### config.mk
export PLATFORM = sky130hd
export DESIGN_NAME = crank_scan
export DESIGN_NICKNAME = d
export VERILOG_FILES = /design/src/hw/rtl/crank_pkg.sv /design/src/hw/rtl/crank_scan.sv
export SDC_FILE = /design/constraint.sdc
export NUM_CORES = 1
export LEC_CHECK = 0
export ABC_AREA = 1
export ABC_CLOCK_PERIOD_IN_PS = 2900
export BUFFER_PORTS_ARGS = -buffer_cell sky130_fd_sc_hd__buf_4
export CORE_MARGIN = 1.5
export CORE_UTILIZATION = 57
export DETAILED_ROUTE_END_ITERATION = 10
export PLACE_DENSITY = 0.82
export SLEW_MARGIN = 20
export SYNTH_ARGS = -nofsm -noshare
export SYNTH_HDL_FRONTEND = slang
export SYNTH_SLANG_ARGS = --single-unit
### constraint.sdc
create_clock -name i_clk -period 2.9 [get_ports i_clk]
set_input_delay 0.435 -clock i_clk [delete_from_list [all_inputs] [get_ports i_clk]]
set_output_delay 0.435 -clock i_clk [all_outputs]
set_load 0.005 [all_outputs]
### src/hw/rtl/crank_pkg.sv
package crank_pkg;

    localparam int DATA_W           = 32;
    localparam int CFG_W            = 6;
    localparam int CFG_IDX_W        = 2;
    localparam int STATUS_W         = 2;
    localparam int POS_W            = $clog2(DATA_W);
    localparam int MAX_ORBITALS_DEF = 32;

    localparam logic [CFG_IDX_W-1:0] CFG_NUM_PAIRS    = CFG_IDX_W'(0);
    localparam logic [CFG_IDX_W-1:0] CFG_NUM_ORBITALS = CFG_IDX_W'(1);

    localparam logic [CFG_W-1:0] NUM_PAIRS_RST    = CFG_W'(1);
    localparam logic [CFG_W-1:0] NUM_ORBITALS_RST = CFG_W'(2);

    localparam logic [STATUS_W-1:0] ST_OK    = STATUS_W'(0);
    localparam logic [STATUS_W-1:0] ST_COUNT = STATUS_W'(1);
    localparam logic [STATUS_W-1:0] ST_RANGE = STATUS_W'(2);
    localparam logic [STATUS_W-1:0] ST_SIZE  = STATUS_W'(3);

    typedef struct packed {
        logic [DATA_W-1:0]   rank;
        logic [STATUS_W-1:0] status;
    } t_scan_res;

endpackage

### src/hw/rtl/crank_scan.sv
module crank_scan #(
    parameter int  MAX_ORBITALS = crank_pkg::MAX_ORBITALS_DEF,
    localparam int WGT_AW       = $clog2(MAX_ORBITALS * MAX_ORBITALS)
) (
    input  logic                         i_clk,
    input  logic                         i_rst_n,
    input  logic                         i_start,
    input  logic [crank_pkg::DATA_W-1:0] i_occ,
    input  logic [crank_pkg::CFG_W-1:0]  i_n,
    input  logic [crank_pkg::CFG_W-1:0]  i_l,
    output logic                         o_rd_en,
    output logic [WGT_AW-1:0]            o_rd_addr,
    input  logic [crank_pkg::DATA_W-1:0] i_rd_data,
    output logic                         o_done,
    output crank_pkg::t_scan_res         o_res
);
    import crank_pkg::*;

    localparam int OW = $clog2(MAX_ORBITALS);

    typedef enum logic [3:0] {
        SC_IDLE  = 4'b0001,
        SC_RUN   = 4'b0010,
        SC_DRAIN = 4'b0100,
        SC_DONE  = 4'b1000
    } t_sstate;

    t_sstate           r_state, n_state;
    logic [DATA_W-1:0] r_occ;
    logic [POS_W-1:0]  r_p;
    logic [CFG_W-1:0]  r_k;
    logic [CFG_W-1:0]  r_cnt;
    logic              r_hi;
    logic [DATA_W-1:0] r_acc;
    logic              r_rd_v;

    logic              bit_set;
    logic              in_use;
    logic [CFG_W-1:0]  pos;
    logic [CFG_W-1:0]  col;
    logic              running;

    assign running = (r_state == SC_RUN);
    assign bit_set = r_occ[r_p];
    assign pos     = CFG_W'(r_p);
    assign in_use  = pos < i_l;
    assign col     = pos - r_k;
    assign o_rd_en = running && bit_set && in_use && (r_k < i_n)
                   && (r_k < CFG_W'(MAX_ORBITALS));
    assign o_rd_addr = WGT_AW'(r_k[OW-1:0]) * WGT_AW'(MAX_ORBITALS)
                     + WGT_AW'(col[OW-1:0]);

    always_comb begin
        n_state = r_state;
        o_done  = 1'b0;
        case (r_state)
            SC_IDLE: begin
                if (i_start) begin
                    n_state = SC_RUN;
                end
            end
            SC_RUN: begin
                if (r_p == POS_W'(DATA_W - 1)) begin
                    n_state = SC_DRAIN;
                end
            end
            SC_DRAIN: begin
                n_state = SC_DONE;
            end
            SC_DONE: begin
                o_done  = 1'b1;
                n_state = SC_IDLE;
            end
            default: begin
                n_state = SC_IDLE;
            end
        endcase
    end

    always_ff @(posedge i_clk) begin
        if (!i_rst_n) begin
            r_state <= SC_IDLE;
            r_rd_v  <= 1'b0;
        end else begin
            r_state <= n_state;
            r_rd_v  <= o_rd_en;
        end
        if ((r_state == SC_IDLE) && i_start) begin
            r_occ <= i_occ;
            r_p   <= '0;
            r_k   <= '0;
            r_cnt <= '0;
            r_hi  <= 1'b0;
            r_acc <= '0;
        end else begin
            if (running) begin
                r_p   <= r_p + POS_W'(1);
                r_cnt <= r_cnt + CFG_W'(bit_set);
                r_k   <= r_k + CFG_W'(bit_set && in_use);
                r_hi  <= r_hi || (bit_set && !in_use);
            end
            if (r_rd_v) begin
                r_acc <= r_acc + i_rd_data;
            end
        end
    end

    always_comb begin
        if (i_n > i_l) begin
            o_res.status = ST_SIZE;
        end else if (r_hi) begin
            o_res.status = ST_RANGE;
        end else if (r_cnt != i_n) begin
            o_res.status = ST_COUNT;
        end else begin
            o_res.status = ST_OK;
        end
        o_res.rank = (o_res.status == ST_OK) ? r_acc : '0;
    end

    a_rd_only_running: assert property (@(posedge i_clk) disable iff (!i_rst_n)
        o_rd_en |-> running)
        else $error("weight read outside scan");

    a_drain_after_run: assert property (@(posedge i_clk) disable iff (!i_rst_n)
        (r_state == SC_DRAIN) |-> $past(r_state == SC_RUN))
        else $error("drain not preceded by scan");

    a_no_pending_done: assert property (@(posedge i_clk) disable iff (!i_rst_n)
        (r_state == SC_DONE) |-> !r_rd_v)
        else $error("weight read still pending at completion");

endmodule

==> impl_results.md <==
- Status: finished, violations left
- Failing checks: design-rule violations
- RD Place Congestion: 0.922
- PostCTS Resize Cnt: 0
- Max VDD drop: around 0.00047 V
- Placed instance area: around 7900 sq um
- Worst R2R Start: r_p[0]
- Post-synthesis net count: around 1,200
- LEAKAGE: 4.68 nW
- Kind of critical path: reg2out
- DR pass1 iterations: 10
- Critical Path Slowest Stage Cell: dfxtp_1
- I/O pin count: around 130
- Fin area: slightly above 8000 sq um
- CTS tree: built
- Pins Over Slew Limit: 0
- Sequential cell area fraction in the yosys report: 0.301
- CP startpoint kind: register
- Setup TNS: 0 ns
- Remaining Overflow, GRT: 0
- Num CTS Buffers: 9
- Die area: roughly 13,000 sq um
- Vias/cell: about 5
- Post-synth top area share: 0.179
- Min Tclk post-route: between 2 and 3 ns
- Synth top area cells: nand2_1, dfxtp_1, edfxtp_1, inv_1, ha_1
- CP max FO: 20
- #FFs+latches synth: 87
- WP data required: approximately 2.5 ns
- Hold-fix buffers, CTS: 0
- Global Route Usage Sum: 0.271
- Min-delay worst type: in2reg
- Maxcap violations: 0
- Root Driver: clkbuf_16
- Synth area leader: nand2_1
- Largest net degree at the start of global routing: 44
- Worst-Margin Slew: around 0.75 ns
- Distinct cell type count after synthesis: 39
- Final setup vio count: 0
- Clk Latency, worst-skew pair: approximately 0.35 ns
- Standard-cell rows: 39
- RSZ-0062 raised after global routing: no
- Worst hold path startpoint: i_occ[26]
- Chip Width: between 100 and 150 um
- CTS sink cnt: 87
- Clk_skew: roughly 0.0070 ns
- Critical Path Start: r_p[0]
- Setup bufs post-CTS: 0
- WL per Instance: about 13 um
- N_diodes: 0
- F_max: roughly 370 MHz
- Post-DP HPWL: about 13,000 um
- Final cell count without fillers: around 1,300
- I/O Buffers: 124
- Area added between synthesis and finish: 18.7%
- Worst path max stage delay: between 0.5 and 0.6 ns
- Routed wire length: about 17,000 um
- Max clock buf depth: 2
- Hold Vio Cnt, Final: 0
- First-pass GRT wire length: roughly 28,000 um
- Post-DRT Antenna Nets: 0
- Cells along the critical path: inv_6, ha_1, fa_1, nor2_1, a211oi_1, xor2_1, buf_4
- NumNets Final: roughly 1,300
- Htree depth: 3
- Via count: 6,731
- Post-Syn Area: 6840 sq um
- Final period utilization: 0.928
- Starting Density: 0.592
- Pwr Density: about 400 nW/um^2
- Pre-CTS setup slack: approximately 0.46 ns
- DRT iter0 DRCs: a little over 400
- Die Ht: between 100 and 150 um
- Synth Warn #: 0
- Dpl cells: about 1,300
- Clock slew at reported path FFs: around 0.070 ns
- Slew headroom: 0.497
- Avg Inst Size Synth: about 6.4 sq um
- Vias in the first global route: ~6,300
- Gate count of the mapped netlist: between 1,000 and 1,500
- DR DRC count: 8
- Initial antenna violation count: 0
- Worst-case hold slack: between 0.2 and 0.3 ns
- Share of cells above drive strength 1: 0.131
- WP data arrival: 2.26 ns
- Area of the core: approximately 12,000 sq um
- CP endpoint kind: output port
- Final setup margin: ~0.21 ns
-- kinds of logic (layout without fill, tap and decap cells) --
| kind of cell | count (synthesis) | in the layout | share of synthesized area |
|---|---|---|---|
| simple gates | 525 | 525 | 0.314 |
| buf+inv | 283 | 404 | 0.165 |
| compound gates | 100 | 100 | 0.0801 |
| flops | 87 | 87 | 0.301 |
| fa+ha+maj | 58 | 58 | 0.108 |
| xor+xnor | 24 | 24 | 0.0307 |
-- final timing paths --
kind	to	slack, ns	cells after the start
worst max-delay path	o_rd_addr[4]	0.21	7
worst min register to register	r_cnt[5]	0.50	2
worst max register to register	r_k[4]	0.43	16
worst min-delay path	r_occ[26]	0.26	1
-- where the power goes --
group | leakage, nW | switching (W) | internal [W]
logic | 3.80 | 0.000434 | 0.000297
clock network | 0.129 | 0.000510 | 0.000585
registers | 0.749 | 0.0000443 | 0.00134
total | 4.68 | 0.000989 | 0.00222
-- worst max-delay path: cells and delay by family, from the launching register on --
family                   cells  cell delay (ns)
adder cells (fa/ha/maj)      2             0.65
flip-flops                   1             0.58
buffers and inverters        2             0.30
XOR/XNOR                     1             0.19
AND/OR/NAND/NOR              1             0.12
AO/OA/AOI/OAI                1             0.06
-- flip-flops by register name, indices dropped and copies added (netlist names) --
name and count:
r_state 4, r_rd_v 1, r_k 6, r_p 5, r_occ 32, r_cnt 6, r_acc 32, r_hi 1
-- cell usage in the layout, fill, tap and decap left out, types with 2 or more instances in the layout --
cell	instances
nand2_1	327
inv_1	253
buf_4	129
nor2_1	92
nand3_1	75
ha_1	56
dfxtp_1	55
o21ai_0	40
a21oi_1	40
edfxtp_1	32
xor2_1	18
nor3_1	9
clkbuf_16	9
o21bai_1	7
o211ai_1	7
xnor2_1	6
nand4_1	5
inv_6	3
nand2_2	3
and3_1	3
clkinv_1	2
a21o_1	2
nor2_2	2
nor2_4	2
inv_2	2
nor4_1	2
nand3_2	2
fa_1	2
-- synth_stat cells --
cell type / instances
buf_6: 3
ha_1: 56
o21bai_1: 7
buf_1: 2
inv_2: 2
buf_4: 5
nor3b_1: 1
nand2_1: 327
nand3b_1: 1
xor2_1: 18
nand3_1: 75
and3_1: 3
nand2_2: 3
nand4_1: 5
a21o_1: 2
and2_1: 1
fa_1: 2
o21a_1: 1
clkbuf_1: 5
nand3_2: 2
nor3_1: 9
a211oi_1: 1
nor2_4: 2
dfxtp_1: 55
a21oi_1: 40
inv_1: 253
a22oi_1: 1
nor2_1: 92
clkinv_1: 2
buf_2: 9
inv_6: 1
buf_8: 1
nor4_1: 2
o21ai_0: 40
xnor2_1: 6
o21ai_1: 1
nor2_2: 2
o211ai_1: 7
edfxtp_1: 32
-- layout make-up --
class / instances / area, sq um
fill: 1049 / 3440
inverter: 258 / 973
timing repair buffer: 130 / 988
clock buffer: 10 / 229
clock inverter: 6 / 43.8
sequential: 87 / 2060
multi-input combinational: 707 / 3650
tap: 143 / 179
-- routing by layer --
layer / share of wire / global-route usage / up-vias
li1: - / - / 3508
met1: 0.43 / 0.323 / 3012
met2: 0.49 / 0.487 / 183
met3: 0.054 / 0.0475 / 28
met4: 0.022 / 0.0979 / 0
met5: 0 / 0 / -
-- stage by stage --
| step | total power, W | utilization |
|---|---|---|
| finish | 0.00321 | 0.703 |
| global route | 0.00338 | 0.703 |
| CTS | 0.00323 | 0.703 |
| detailed placement | 0.00214 | 0.679 |
| global placement | 0.00212 | 0.679 |
| floorplan | 0.00189 | - |
No activity file was read; power rests on OpenSTA's default activity.
